File: src/hw/rtl/assert_macros.svh
// Assertion macros shared by the RTL of the record checker.
// Depends on nothing; the SYNTH macro turns the checks into empty text.
`ifndef ASSERT_MACROS_SVH
`define ASSERT_MACROS_SVH
`ifndef SYNTH
`define FPRC_ASSERT_IMPL(label, clk, rst, ante, cons) \
  label: assert property (@(posedge clk) disable iff (rst) (ante) |-> (cons)) \
    else $error("assertion failed");
`define FPRC_ASSERT_NEXT(label, clk, rst, ante, cons) \
  label: assert property (@(posedge clk) disable iff (rst) (ante) |=> (cons)) \
    else $error("assertion failed");
`else
`define FPRC_ASSERT_IMPL(label, clk, rst, ante, cons)
`define FPRC_ASSERT_NEXT(label, clk, rst, ante, cons)
`endif
`endif

File: src/hw/rtl/fprc_pkg.sv
// Types, codes and the CRC32 byte update for the record checker.
// Used by the front, queue, back and top level; depends on nothing.
`default_nettype none
package fprc_pkg;

  localparam logic [2:0] ST_OK        = 3'd0;
  localparam logic [2:0] ST_GET_OK    = 3'd1;
  localparam logic [2:0] ST_TOO_SHORT = 3'd2;
  localparam logic [2:0] ST_BAD_LEN   = 3'd3;
  localparam logic [2:0] ST_BAD_NAME  = 3'd4;
  localparam logic [2:0] ST_NO_UPLOAD = 3'd5;
  localparam logic [2:0] ST_MISMATCH  = 3'd6;

  localparam logic [31:0] MAGIC_FETCH  = 32'h4547_4642;
  localparam logic [31:0] MAGIC_ABORT  = 32'h4143_4642;
  localparam logic [31:0] MAGIC_START  = 32'h5350_4642;
  localparam logic [31:0] MAGIC_END    = 32'h4550_4642;

  localparam logic [31:0] CRC_POLY = 32'hEDB8_8320;

  localparam logic [7:0] CH_DOT   = 8'h2E;
  localparam logic [7:0] CH_SLASH = 8'h2F;
  localparam logic [7:0] CH_BSL   = 8'h5C;

  typedef enum logic [2:0] {
    CLS_NONE, CLS_GET, CLS_CANCEL, CLS_START, CLS_END, CLS_OTHER
  } cls_t;

  typedef enum logic [1:0] {RESP_NONE, RESP_GET, RESP_START, RESP_END} resp_t;

  typedef struct packed {
    logic [7:0]  data;
    logic        magic;
    logic        magic_init;
    cls_t        cls;
    logic        body;
    logic        last;
    resp_t       resp;
    logic [2:0]  name_st;
    logic        end_short;
    logic [31:0] exp_size;
    logic [31:0] exp_crc;
  } entry_t;

  function automatic logic [31:0] crc_feed(input logic [31:0] crc_in, input logic [7:0] b);
    logic [31:0] c;
    c = crc_in ^ {24'd0, b};
    for (int k = 0; k < 8; k++) begin
      c = (c >> 1) ^ (CRC_POLY & {32{c[0]}});
    end
    return c;
  endfunction

endpackage
`default_nettype wire

File: src/hw/rtl/fprc_front.sv
// Front part: tracks the record position, classifies the magic word and checks names.
// Depends on fprc_pkg; produces one queue entry for every accepted byte.
`default_nettype none
module fprc_front #(
  parameter int MAX_NAME_LEN = 192
) (
  input  wire logic            clk,
  input  wire logic            rst,
  input  wire logic            accept,
  input  wire logic [7:0]      data_byte,
  input  wire logic            first_of_record,
  input  wire logic            last_of_record,
  output fprc_pkg::entry_t     entry
);
  import fprc_pkg::*;

  logic [15:0] rec_index;
  logic [23:0] magic;
  cls_t        kind;
  logic [15:0] name_len;
  logic [31:0] exp_size;
  logic [31:0] exp_crc;
  logic [2:0]  flags;

  logic [15:0] pos;
  cls_t        kind_cur, kind_next;
  logic [15:0] nl_cur, nl_next;
  logic [23:0] magic_cur, magic_next;
  logic [31:0] size_cur, size_next, crc_cur, crc_next;
  logic [2:0]  flags_cur, flags_next;
  logic [16:0] len;
  logic [31:0] magic_word;
  logic [15:0] name_off;
  logic [2:0]  name_st;
  logic        named;

  always_comb begin
    pos       = first_of_record ? 16'd0 : rec_index;
    kind_cur  = first_of_record ? CLS_NONE : kind;
    nl_cur    = first_of_record ? 16'd0 : name_len;
    magic_cur = first_of_record ? 24'd0 : magic;
    size_cur  = first_of_record ? 32'd0 : exp_size;
    crc_cur   = first_of_record ? 32'd0 : exp_crc;
    flags_cur = first_of_record ? 3'd0 : flags;

    kind_next  = kind_cur;
    nl_next    = nl_cur;
    magic_next = magic_cur;
    size_next  = size_cur;
    crc_next   = crc_cur;
    flags_next = flags_cur;
    magic_word = {data_byte, magic_cur};
    name_off   = pos - 16'd6;
    named      = (kind_cur == CLS_GET) || (kind_cur == CLS_START);

    if (pos < 16'd3) begin
      magic_next[pos[1:0]*8 +: 8] = data_byte;
    end else if (pos == 16'd3) begin
      if (magic_word == MAGIC_FETCH) kind_next = CLS_GET;
      else if (magic_word == MAGIC_ABORT) kind_next = CLS_CANCEL;
      else if (magic_word == MAGIC_START) kind_next = CLS_START;
      else if (magic_word == MAGIC_END) kind_next = CLS_END;
      else kind_next = CLS_OTHER;
    end else if (named) begin
      if (pos == 16'd4) begin
        nl_next = {8'd0, data_byte};
      end else if (pos == 16'd5) begin
        nl_next = {data_byte, nl_cur[7:0]};
      end else if (name_off < nl_cur && !flags_cur[2]) begin
        if (data_byte == 8'd0) begin
          flags_next[2] = 1'b1;
        end else begin
          if (data_byte == CH_DOT) begin
            if (flags_cur[1]) flags_next[0] = 1'b1;
            flags_next[1] = 1'b1;
          end else begin
            flags_next[1] = 1'b0;
          end
          if (kind_cur == CLS_START && (data_byte == CH_SLASH || data_byte == CH_BSL)) begin
            flags_next[0] = 1'b1;
          end
        end
      end
    end else if (kind_cur == CLS_END) begin
      if (pos < 16'd8) size_next[pos[1:0]*8 +: 8] = data_byte;
      else if (pos < 16'd12) crc_next[pos[1:0]*8 +: 8] = data_byte;
    end

    len = {1'b0, pos} + 17'd1;
    if (len < 17'd6) name_st = ST_TOO_SHORT;
    else if (nl_next == 16'd0 || nl_next > 16'(MAX_NAME_LEN)
             || len < 17'd6 + {1'b0, nl_next}) name_st = ST_BAD_LEN;
    else if (flags_next[0]) name_st = ST_BAD_NAME;
    else name_st = (kind_next == CLS_GET) ? ST_GET_OK : ST_OK;

    entry.data       = data_byte;
    entry.magic      = pos < 16'd4;
    entry.magic_init = pos == 16'd0;
    entry.cls        = (pos == 16'd3) ? kind_next : CLS_NONE;
    entry.body       = (pos > 16'd3) && (kind_cur == CLS_OTHER);
    entry.last       = last_of_record;
    case (kind_next)
      CLS_GET:   entry.resp = RESP_GET;
      CLS_START: entry.resp = RESP_START;
      CLS_END:   entry.resp = RESP_END;
      default:   entry.resp = RESP_NONE;
    endcase
    entry.name_st   = name_st;
    entry.end_short = len < 17'd12;
    entry.exp_size  = size_next;
    entry.exp_crc   = crc_next;
  end

  always_ff @(posedge clk) begin
    if (rst) begin
      rec_index <= '0;
      kind      <= CLS_NONE;
      magic     <= '0;
      name_len  <= '0;
      exp_size  <= '0;
      exp_crc   <= '0;
      flags     <= '0;
    end else if (accept) begin
      if (last_of_record) begin
        rec_index <= '0;
        kind      <= CLS_NONE;
        magic     <= '0;
        name_len  <= '0;
        exp_size  <= '0;
        exp_crc   <= '0;
        flags     <= '0;
      end else begin
        rec_index <= (pos == 16'hFFFF) ? pos : pos + 16'd1;
        kind      <= kind_next;
        magic     <= magic_next;
        name_len  <= nl_next;
        exp_size  <= size_next;
        exp_crc   <= crc_next;
        flags     <= flags_next;
      end
    end
  end
endmodule
`default_nettype wire

File: src/hw/rtl/fprc_queue.sv
// Two-entry queue of classified bytes between the front and back parts.
// Depends on fprc_pkg for the entry type.
`default_nettype none
module fprc_queue (
  input  wire logic        clk,
  input  wire logic        rst,
  input  wire logic        push,
  input  wire fprc_pkg::entry_t wr_entry,
  input  wire logic        pop,
  output fprc_pkg::entry_t rd_entry,
  output logic             full,
  output logic             not_empty
);
  import fprc_pkg::*;

  entry_t      slots [2];
  logic        wr_ptr;
  logic        rd_ptr;
  logic [1:0]  count;

  assign full      = count == 2'd2;
  assign not_empty = count != 2'd0;
  assign rd_entry  = slots[rd_ptr];

  always_ff @(posedge clk) begin
    if (push) slots[wr_ptr] <= wr_entry;
  end

  always_ff @(posedge clk) begin
    if (rst) begin
      wr_ptr <= 1'b0;
      rd_ptr <= 1'b0;
      count  <= '0;
    end else begin
      if (push) wr_ptr <= ~wr_ptr;
      if (pop) rd_ptr <= ~rd_ptr;
      count <= count + {1'b0, push} - {1'b0, pop};
    end
  end
endmodule
`default_nettype wire

File: src/hw/rtl/fprc_back.sv
// Back part: upload state, CRC32 and byte count, and the registered status output.
// Depends on fprc_pkg; consumes entries from the queue.
`default_nettype none
module fprc_back (
  input  wire logic        clk,
  input  wire logic        rst,
  input  wire logic        pop,
  input  wire fprc_pkg::entry_t ent,
  output logic             room,
  output logic             out_valid,
  input  wire logic        out_stall,
  output logic [2:0]       status,
  output logic [31:0]      byte_count,
  output logic [31:0]      crc_value
);
  import fprc_pkg::*;

  logic        active;
  logic        is_data;
  logic [31:0] running_crc;
  logic [31:0] count;
  logic [31:0] spec;

  logic        active_next, is_data_next, emit;
  logic [31:0] crc_a, cnt_a, crc_next, count_next, spec_next;
  logic [2:0]  st;

  assign room = !out_valid || !out_stall;

  always_comb begin
    crc_a        = running_crc;
    cnt_a        = count;
    active_next  = active;
    is_data_next = is_data;
    spec_next    = crc_feed(ent.magic_init ? running_crc : spec, ent.data);

    case (ent.cls) inside
      CLS_OTHER: begin
        is_data_next = active;
        if (active) begin
          crc_a = spec_next;
          cnt_a = count + 32'd4;
        end
      end
      CLS_CANCEL, CLS_START: begin
        is_data_next = 1'b0;
        active_next  = 1'b0;
        crc_a        = '0;
        cnt_a        = '0;
      end
      CLS_GET, CLS_END: is_data_next = 1'b0;
      default: ;
    endcase
    if (ent.body && is_data) begin
      crc_a = crc_feed(running_crc, ent.data);
      cnt_a = count + 32'd1;
    end

    crc_next   = crc_a;
    count_next = cnt_a;
    emit       = ent.last && ent.resp != RESP_NONE;
    st         = ent.name_st;
    case (ent.resp)
      RESP_START: begin
        if (ent.name_st == ST_OK) begin
          active_next = 1'b1;
          crc_next    = '0;
          count_next  = '0;
        end
      end
      RESP_END: begin
        if (!active_next) begin
          st = ST_NO_UPLOAD;
        end else begin
          if (ent.end_short) st = ST_TOO_SHORT;
          else if (cnt_a == ent.exp_size && crc_a == ent.exp_crc) st = ST_OK;
          else st = ST_MISMATCH;
          if (ent.last) begin
            active_next = 1'b0;
            crc_next    = '0;
            count_next  = '0;
          end
        end
      end
      default: ;
    endcase
    if (!ent.last) begin
      active_next = (ent.cls == CLS_CANCEL || ent.cls == CLS_START) ? 1'b0 : active;
      crc_next    = crc_a;
      count_next  = cnt_a;
    end
  end

  always_ff @(posedge clk) begin
    if (rst) begin
      active      <= 1'b0;
      is_data     <= 1'b0;
      running_crc <= '0;
      count       <= '0;
      spec        <= '0;
      out_valid   <= 1'b0;
    end else begin
      if (pop) begin
        active      <= active_next;
        is_data     <= is_data_next;
        running_crc <= crc_next;
        count       <= count_next;
        if (ent.magic) spec <= spec_next;
      end
      if (room) out_valid <= pop && emit;
    end
  end

  always_ff @(posedge clk) begin
    if (pop && emit && room) begin
      status     <= st;
      byte_count <= cnt_a;
      crc_value  <= crc_a;
    end
  end
endmodule
`default_nettype wire

File: src/hw/rtl/file_put_record_checker_unit.sv
// Top level of the record checker: front, queue and back part.
// Depends on fprc_pkg, fprc_front, fprc_queue, fprc_back and assert_macros.svh.
//
//  Channel | Handshake           | Payload
//  input   | in_valid, in_stall  | data_byte, first_of_record, last_of_record
//  output  | out_valid, out_stall| status, byte_count, crc_value
//
// One byte per cycle when the output is not stalled; a status leaves after the last
// byte of its record, through the two-entry queue and the output register.
// Synchronous reset clears record and upload state; no clearing pass is needed.
// An output stall fills the queue, then raises in_stall.
`default_nettype none
`include "assert_macros.svh"
module file_put_record_checker_unit #(
  parameter int MAX_NAME_LEN = 192
) (
  input  wire logic        clk,
  input  wire logic        rst,
  input  wire logic        in_valid,
  output logic             in_stall,
  input  wire logic [7:0]  data_byte,
  input  wire logic        first_of_record,
  input  wire logic        last_of_record,
  output logic             out_valid,
  input  wire logic        out_stall,
  output logic [2:0]       status,
  output logic [31:0]      byte_count,
  output logic [31:0]      crc_value
);
  import fprc_pkg::*;

  entry_t front_entry;
  entry_t head;
  logic   q_full, q_not_empty, room, push, pop;

  assign in_stall = q_full;
  assign push     = in_valid && !q_full;
  assign pop      = q_not_empty && room;

  fprc_front #(.MAX_NAME_LEN(MAX_NAME_LEN)) u_front (
    .clk, .rst, .accept(push), .data_byte, .first_of_record, .last_of_record,
    .entry(front_entry)
  );

  fprc_queue u_queue (
    .clk, .rst, .push, .wr_entry(front_entry), .pop, .rd_entry(head),
    .full(q_full), .not_empty(q_not_empty)
  );

  fprc_back u_back (
    .clk, .rst, .pop, .ent(head), .room, .out_valid, .out_stall,
    .status, .byte_count, .crc_value
  );

  `FPRC_ASSERT_IMPL(a_no_overflow, clk, rst, push, !q_full)
  `FPRC_ASSERT_NEXT(a_result_out, clk, rst, pop && head.last && head.resp != RESP_NONE, out_valid)
  `FPRC_ASSERT_NEXT(a_no_result, clk, rst, pop && (!head.last || head.resp == RESP_NONE), !out_valid)
endmodule
`default_nettype wire
File: config.mk
export PLATFORM = sky130hd
export DESIGN_NAME = file_put_record_checker_unit
export DESIGN_NICKNAME = d
export VERILOG_FILES = /design/src/hw/rtl/fprc_pkg.sv /design/src/hw/rtl/fprc_front.sv /design/src/hw/rtl/fprc_queue.sv /design/src/hw/rtl/fprc_back.sv /design/src/hw/rtl/file_put_record_checker_unit.sv
export VERILOG_INCLUDE_DIRS = /design/src /design/src/hw/rtl
export SDC_FILE = /design/constraint.sdc
export NUM_CORES = 1
export LEC_CHECK = 0
export BUFFER_PORTS_ARGS = -buffer_cell sky130_fd_sc_hd__clkbuf_2
export CELL_PAD_IN_SITES_DETAIL_PLACEMENT = 1
export CELL_PAD_IN_SITES_GLOBAL_PLACEMENT = 2
export CORE_MARGIN = 5
export CORE_UTILIZATION = 25
export DETAILED_ROUTE_END_ITERATION = 8
export PLACE_DENSITY_LB_ADDON = 0.1
export SETUP_SLACK_MARGIN = 0.1
export SLEW_MARGIN = 20
export SYNTH_ARGS = -nofsm -noshare
export SYNTH_HDL_FRONTEND = slang
export SYNTH_SLANG_ARGS = --single-unit
File: constraint.sdc
create_clock -name clk -period 6.55 [get_ports clk]
set_clock_uncertainty 0.1 [all_clocks]
set_input_delay 0.655 -clock clk [delete_from_list [all_inputs] [get_ports clk]]
set_output_delay 0.655 -clock clk [all_outputs]
set_load 0.02 [all_outputs]
==> results by group, run 1 <==
Clock network
  – Clock Path Buffers: 3
  – Sink Count: roughly 470
  – Number of H-tree levels: 2
  – CTS hold repair buffers: 0
  – CTS resizes: 0
  – Reg clk slew, reported paths: 0.06 ns
  – Worst-Skew Late Latency: between 0.6 and 0.7 ns
  – CTS tree: built
  – Root buffer selected by CTS: clkbuf_16
  – Postcts setup bufs: 0
  – CTS buffer count: 60

Synthesis
  – Number of synthesized flops with an enable pin: ~240
  – Top-count cell post-synth: nor2_1
  – Most frequent cells after synthesis: nor2_1, edfxtp_1, dfxtp_1, nand2_1, a22oi_1
  – Net Count, Synth: between 2000 and 3000
  – Ys async rst share: 0
  – Syn_area_per_cell: about 9.7 sq um
  – Syn Std Cell Area: between 20000 and 30000 sq um
  – Top cells by area, synth: edfxtp_1, dfxtp_1, nor2_1
  – Synth warn: 0
  – Dominant synthesized flop cell: edfxtp_1
  – Top cell type's share of synthesized area: 0.270
  – Share of the yosys chip area belonging to registers: 0.445
  – Distinct cells, synth: 99
  – Largest area contributor in the netlist: edfxtp_1
  – Yosys reg bits: around 470
  – Cells after Synth: about 2700

Route
  – Detail-routed via count per cell: 5.13
  – Vias: 21397
  – Per-cell routed wire length: roughly 27 um
  – DRT Pass-1 Iters: 5
  – DRC: 0
  – Initial DRC count: between 1000 and 1500
  – Final WL: 112000 um
  – Final ANT Viol Nets: 0

Job
  – Max-Cap Viols: 0

Setup path
  – CP max stage delay: 0.86 ns
  – Required @ worst endpoint: 6.85 ns
  – Crit Path Class: reg2reg
  – Startpoint types: flop
  – Crit path cell chain: mux2i_1 > nor2_4 > o21ai_0 > xor2_1 > o2111ai_1 > nor4_1 > nand4_1 > nor4_1 > nand4_1 > nor3_1 > a21oi_1
  – Slowest-stage cell, CP: o21ai_0
  – CP arrival: approximately 5.6 ns
  – CP Capture Type: flop
  – CP max FO: 40

STA
  – Worst Tran Pin Value: 1.07 ns
  – Fmax: between 150 and 200 MHz
  – Unrepaired setup endpoints after global routing: false
  – Pins Over Slew Limit: 0
  – Final hold viol count: 0
  – Minimum clock period: approximately 5.3 ns
  – Setup tns final: 0 ns
  – Slew HR: 0.269
  – Period utilisation layout: 0.803
  – Final setup fails: 0

Global route
  – Vias in the first global route: approximately 22000
  – Gr usage total: 0.194
  – Busiest layer in global routing: met2
  – GR met1 Demand/Resource: 0.278
  – GRT met3 Usage: 0.0225
  – Initial antenna violation count: 4
  – First-pass GRT wire length: ~160000 um
  – GR Util met2: 0.317
  – Largest net degree at the start of global routing: a little under 90
  – Gr ovfl total: 0

Floorplanning
  – Die height: roughly 330 um
  – Core Region: about 100000 sq um
  – Initial Util: 0.251
  – Standard-cell rows: between 100 and 150
  – Horiz. Die Dim: 335 um
  – Boundary Pins: 83
  – Die ar.: ~110000 sq um

Finish
  – Synth-to-Final Area Change: 15.5%
  – # fillers: 11860
  – Share of cells above drive strength 1: 0.131
  – Final #Nets: approximately 2800

Power and ir drop
  – Leak: ~10 nW
  – Pwr dens: 372 nW/um^2
  – VDD IR max: about 0.29 mV
  – Final Total Pwr: about 11 mW

Placement
  – HPWL Detailed: between 80000 and 90000 um
  – Final GP Congestion: 0.889
  – Number of I/O port buffers: 82

Min path
  – Hold_sp: out_stall
  – Min-delay worst type: in2reg

Status
  – Outcome: complete, no violations
-- stage by stage --
| step | cells | worst slack (ns) | hold slack (ns) | area (sq um) | utilization |
|---|---|---|---|---|---|
| 3_3_place_gp | 4052 | 1.25 | 0.358 | 28300 | 0.270 |
| 6_report | 4168 | 1.29 | 0.163 | 30400 | 0.290 |
| 3_5_place_dp | 4053 | 1.05 | 0.367 | 28300 | 0.270 |
| 4_1_cts | 4167 | 1.27 | 0.118 | 30400 | 0.290 |
| 5_1_grt | 4167 | 0.997 | 0.147 | 30400 | 0.290 |
| 2_1_floorplan | 2709 | 1.08 | 0.336 | 26300 | - |
-- layout make-up --
class,instances,area [sq um],share of cell area
Multi-Input combinational cell,1999,13700,0.451
Sequential cell,467,11700,0.385
Tap cell,1391,1740,0.0572
Clock buffer,80,1650,0.0541
Timing Repair Buffer,157,995,0.0327
Clock inverter,34,443,0.0146
Inverter,39,148,0.00485
Antenna cell,1,2.50,0.0000822
-- cells in the final DEF (no fill, tap or decap), types with 22 or more instances in the layout --
cell / n
edfxtp_1: 237
clkbuf_16: 61
mux2i_1: 99
inv_1: 37
nand2_1: 207
nor2_1: 369
a21oi_1: 114
nand4_1: 41
buf_4: 74
a22oi_1: 157
xnor3_1: 27
nor4_1: 24
nor3_1: 61
a211oi_1: 39
ha_1: 37
nand3_1: 124
dfxtp_1: 229
xnor2_1: 112
and3_1: 22
clkbuf_2: 81
o21ai_0: 109
xor2_1: 68
-- report_power, final --
part | internal, mW | switching, mW | leakage (nW)
combinational | 1.46 | 2.76 | 5.20
sequential | 3.42 | 0.206 | 4.11
clock | 2.09 | 1.40 | 1.01
total | 6.97 | 4.36 | 10.3
-- worst paths after layout --
path / depth (start not counted) / end / slack [ns]
hold reg to reg: 2 / u_back.spec[18] / 0.37
hold / removal: 3 / u_back.out_valid / 0.16
setup / recovery: 11 / u_back.status[2] / 1.29
setup reg to reg: 11 / u_back.status[2] / 1.29
-- sequential cells by signal, summed over array words and instances (netlist names), 2 cells and up, named ones only --
register            cells
u_back.byte_count      32
u_back.count           32
u_back.crc_value       32
u_back.running_crc     32
u_back.spec            32
u_back.status           3
u_front.exp_crc        32
u_front.exp_size       32
u_front.flags           3
u_front.kind            3
u_front.magic          24
u_front.name_len       16
u_front.rec_index      16
u_queue.count           2
u_queue.slots         170
-- critical path, delay by kind of cell, from the launching register on --
| kind | cells | cell delay (ns) |
|---|---|---|
| AND/OR/NAND/NOR | 6 | 1.96 |
| AO/OA/AOI/OAI | 3 | 1.20 |
| flip-flops | 1 | 0.80 |
| multiplexers | 1 | 0.66 |
| XOR/XNOR | 1 | 0.25 |
-- metal layers --
| layer | up-vias | wire length [um] |
|---|---|---|
| met5 | - | 0 |
| met4 | 0 | 2120 |
| met3 | 103 | 3670 |
| met2 | 369 | 51800 |
| met1 | 10932 | 54400 |
| li1 | 9993 | - |
-- logic make-up after synthesis --
group | share of synthesized area
AND/OR/NAND/NOR | 0.171
AO/OA/AOI/OAI | 0.160
flip-flops | 0.445
XOR/XNOR | 0.112
buffers and inverters | 0.0374
multiplexers | 0.0572
adder cells (fa/ha/maj) | 0.0176
(Power assumes the default switching activity.)
==> run 2, diff against run 1 <==
- ABC_AREA: not set -> 1
- clock period: 6.55 -> 4.7 ns (I/O delays scaled with it)
==> run 2 against run 1 <==
Against the previous run:
- clock power grew 46%
- register-to-register slack lost 1.1 ns
- critical path depth grew 18
- cell area grew 11%
- worst setup slack lost 1.1 ns
- final cell count grew 36%
- die area grew 6.2%
- fmax grew 18%
- via count grew 24%
- sequential cell count is the same
- sequential power grew 44%
- worst hold slack lost 0.088 ns
- largest cell class unchanged
- largest power group unchanged
==> results by group, run 2 <==
Synthesis
  – Number of synthesized flops with an enable pin: approximately 240
  – Top cells by area, synth: edfxtp_1, nand2_1, dfxtp_1
  – Top cell type's share of synthesized area: 0.254
  – Most frequent cells after synthesis: nand2_1, inv_1, nand3_1, a21oi_1, o21ai_0
  – Distinct cells, synth: between 60 and 70
  – Synth warn: 0
  – Syn_area_per_cell: just over 7 sq um
  – Ys async rst share: 0
  – Yosys reg bits: between 400 and 500
  – Dominant synthesized flop cell: edfxtp_1
  – Net Count, Synth: between 4000 and 5000
  – Largest area contributor in the netlist: edfxtp_1
  – Top-count cell post-synth: nand2_1
  – Syn Std Cell Area: between 20000 and 30000 sq um
  – Cells after Synth: ~4000
  – Share of the yosys chip area belonging to registers: 0.418

Route
  – Final WL: roughly 120000 um
  – Per-cell routed wire length: ~21 um
  – Vias: about 27000
  – Final ANT Viol Nets: 0
  – Initial DRC count: around 1400
  – DRC: 0
  – Detail-routed via count per cell: 4.66
  – DRT Pass-1 Iters: 5

Power and ir drop
  – Pwr dens: around 550 nW/um^2
  – Clk pwr share: 0.273
  – Switching power: roughly 8.4 mW
  – P_int: 10.2 mW
  – Register share of total power: 0.282
  – Combinational power share: 0.445
  – Leak: 14.1 nW
  – Switching Share: 0.451
  – VDD IR max: between 0.3 and 0.4 mV

Setup path
  – CP arrival: a little under 5 ns
  – Crit Path Class: reg2reg
  – Startpoint types: flop
  – Worst R2R End: u_queue.slots[0][66]
  – FF-to-FF path depth: 29
  – Crit-path most repeated cell: nand2_4
  – CP max stage delay: between 0.3 and 0.4 ns
  – Setup slack, reg-to-reg: between 0.2 and 0.25 ns
  – Reg-to-Reg Start: u_front.rec_index[10]
  – CP max FO: 8
  – Slowest-stage cell, CP: nor4_1
  – CP Capture Type: flop
  – Required @ worst endpoint: roughly 5.1 ns

Finish
  – Largest Register: u_queue.slots
  – Commonest non-fill, non-tap cell in the layout: nand2_1
  – Synth-to-Final Area Change: 20.5%
  – Share of cells above drive strength 1: 0.144
  – Design area: approximately 34000 sq um
  – Commonest non-fill, non-tap cells in the layout: nand2_1, inv_1, nand3_1, a21oi_1, o21ai_0
  – Ant diodes: 0
  – Final #Nets: between 4000 and 5000
  – Max reg flops: 170

Min path
  – Hold path cells: 2
  – Hold_sp: rst
  – Min-delay worst type: in2reg
  – WHS Endpoint: u_queue.count[0]

Clock network
  – Sink Count: 467
  – CTS buffer count: 60
  – Root buffer selected by CTS: clkbuf_16
  – CTS tree: built
  – Clock Path Buffers: 3
  – Number of H-tree levels: 2
  – Reg clk slew, reported paths: around 0.060 ns
  – Worst-Skew Late Latency: about 0.68 ns

Global route
  – Vias in the first global route: roughly 26000
  – Initial antenna violation count: 6
  – Gr usage total: 0.199
  – Gr ovfl total: 0
  – First-pass GRT wire length: about 180000 um
  – Largest net degree at the start of global routing: between 150 and 200

Job
  – Max-Cap Viols: 0

Floorplanning
  – Die height: roughly 340 um
  – Horiz. Die Dim: ~340 um
  – Standard-cell rows: about 120
  – Boundary Pins: between 80 and 90
  – Initial Util: 0.253
  – Die ar.: between 100000 and 150000 sq um
  – Core Region: 111000 sq um

STA
  – Worst Tran Pin Value: roughly 1.2 ns
  – Final setup fails: 0
  – Slew HR: 0.198
  – Period utilisation layout: 0.952
  – Hold Worst Slack: roughly 0.074 ns
  – Final hold viol count: 0
  – Unrepaired setup endpoints after global routing: true
  – Fmax: 223 MHz
  – Pins Over Slew Limit: 0
  – Minimum clock period: 4.47 ns

Status
  – Outcome: complete, no violations

Placement
  – Final GP Congestion: approximately 0.82
  – HPWL Detailed: between 90000 and 100000 um
  – Number of I/O port buffers: a little over 80
  – DP Area: about 31000 sq um
-- run 2: changes by cell type in the layout (fill, tap and decap cells not counted), moves of 155 or more --
cell	change
inv_1	+385
nand2_1	+1096
a21oi_1	+178
nor2_1	-155
a22oi_1	-156
nand3_1	+216
-- run 2: power by group through the flow --
| stage | clock [mW] | sequential (mW) | combinational [mW] |
|---|---|---|---|
| after floorplan | 0 | 5.39 | 4.99 |
| after global placement | 0 | 5.31 | 8.28 |
| after detailed placement | 0 | 5.32 | 8.32 |
| after CTS | 5.26 | 5.24 | 8.35 |
| after global routing | 5.40 | 5.29 | 9.15 |
| final | 5.08 | 5.24 | 8.26 |
-- run 2: layout make-up --
cell class	instances	area (sq um)
Sequential cell	467	11700
Clock buffer	71	1590
Tap cell	1488	1860
Fill cell	13635	77200
Inverter	450	1700
Timing Repair Buffer	297	2150
Clock inverter	41	568
Multi-Input combinational cell	2871	14200
-- run 2: metrics by stage --
stage | util | setup TNS [ns] | power (mW) | setup WS [ns] | cells
6_report | 0.304 | 0 | 18.6 | 0.225 | 5685
5_1_grt | 0.304 | -0.462 | 19.8 | -0.0859 | 5685
4_1_cts | 0.302 | 0 | 18.8 | 0.102 | 5678
3_5_place_dp | 0.282 | -4.15 | 13.6 | -0.744 | 5562
3_3_place_gp | 0.282 | -3.77 | 13.6 | -0.663 | 5562
2_1_floorplan | - | 0 | 10.4 | 0.337 | 3955
-- run 2: critical path, delay by kind of cell (launching register included) --
family / cells / cell delay, ns
compound gates: 6 / 0.65
xor+xnor: 1 / 0.19
fa+ha+maj: 1 / 0.30
buf+inv: 8 / 1.07
flops: 1 / 0.33
simple gates: 13 / 1.58
-- run 2: kinds of logic (layout without fill, tap and decap cells) --
family                     count (synthesis)  after routing  synth area share
and+or+nand+nor                         2092           2092             0.322
buffers and inverters                    617            859            0.0876
AOI/OAI and AO/OA                        643            643             0.122
muxes                                     24             24           0.00857
adders and majority gates                 37             37            0.0165
xor gates and xnor gates                  75             75            0.0249
DFF                                      467            467             0.418
-- run 2: worst max-delay path by stage --
stage,startpoint,to,slack (ns),depth (start not counted)
2_1_floorplan,first_of_record,u_queue.slots[0][65],0.34,30
3_3_place_gp,first_of_record,u_queue.slots[0][66],-0.66,28
3_5_place_dp,first_of_record,u_queue.slots[0][66],-0.74,28
4_1_cts,u_front.rec_index[12],u_queue.slots[0][66],0.10,31
5_1_grt,u_front.rec_index[11],u_queue.slots[0][66],-0.09,33
6_report,u_front.rec_index[10],u_queue.slots[0][66],0.23,29
-- run 2: repair_timing --
item	4_1_cts	5_1_grt
endpoints found under the hold margin	3	0
resized for setup	16	43
pin swaps	10	19
setup buffers	2	7
setup endpoints to repair	6	8
hold buffers	2	0
-- run 2: routing by layer --
layer | global-route usage | up-vias | share of wire
li1 | - | 13255 | -
met1 | 0.293 | 12793 | 0.51
met2 | 0.316 | 346 | 0.44
met3 | 0.0234 | 107 | 0.031
met4 | 0.0382 | 2 | 0.019
met5 | 0 | - | 0.00011
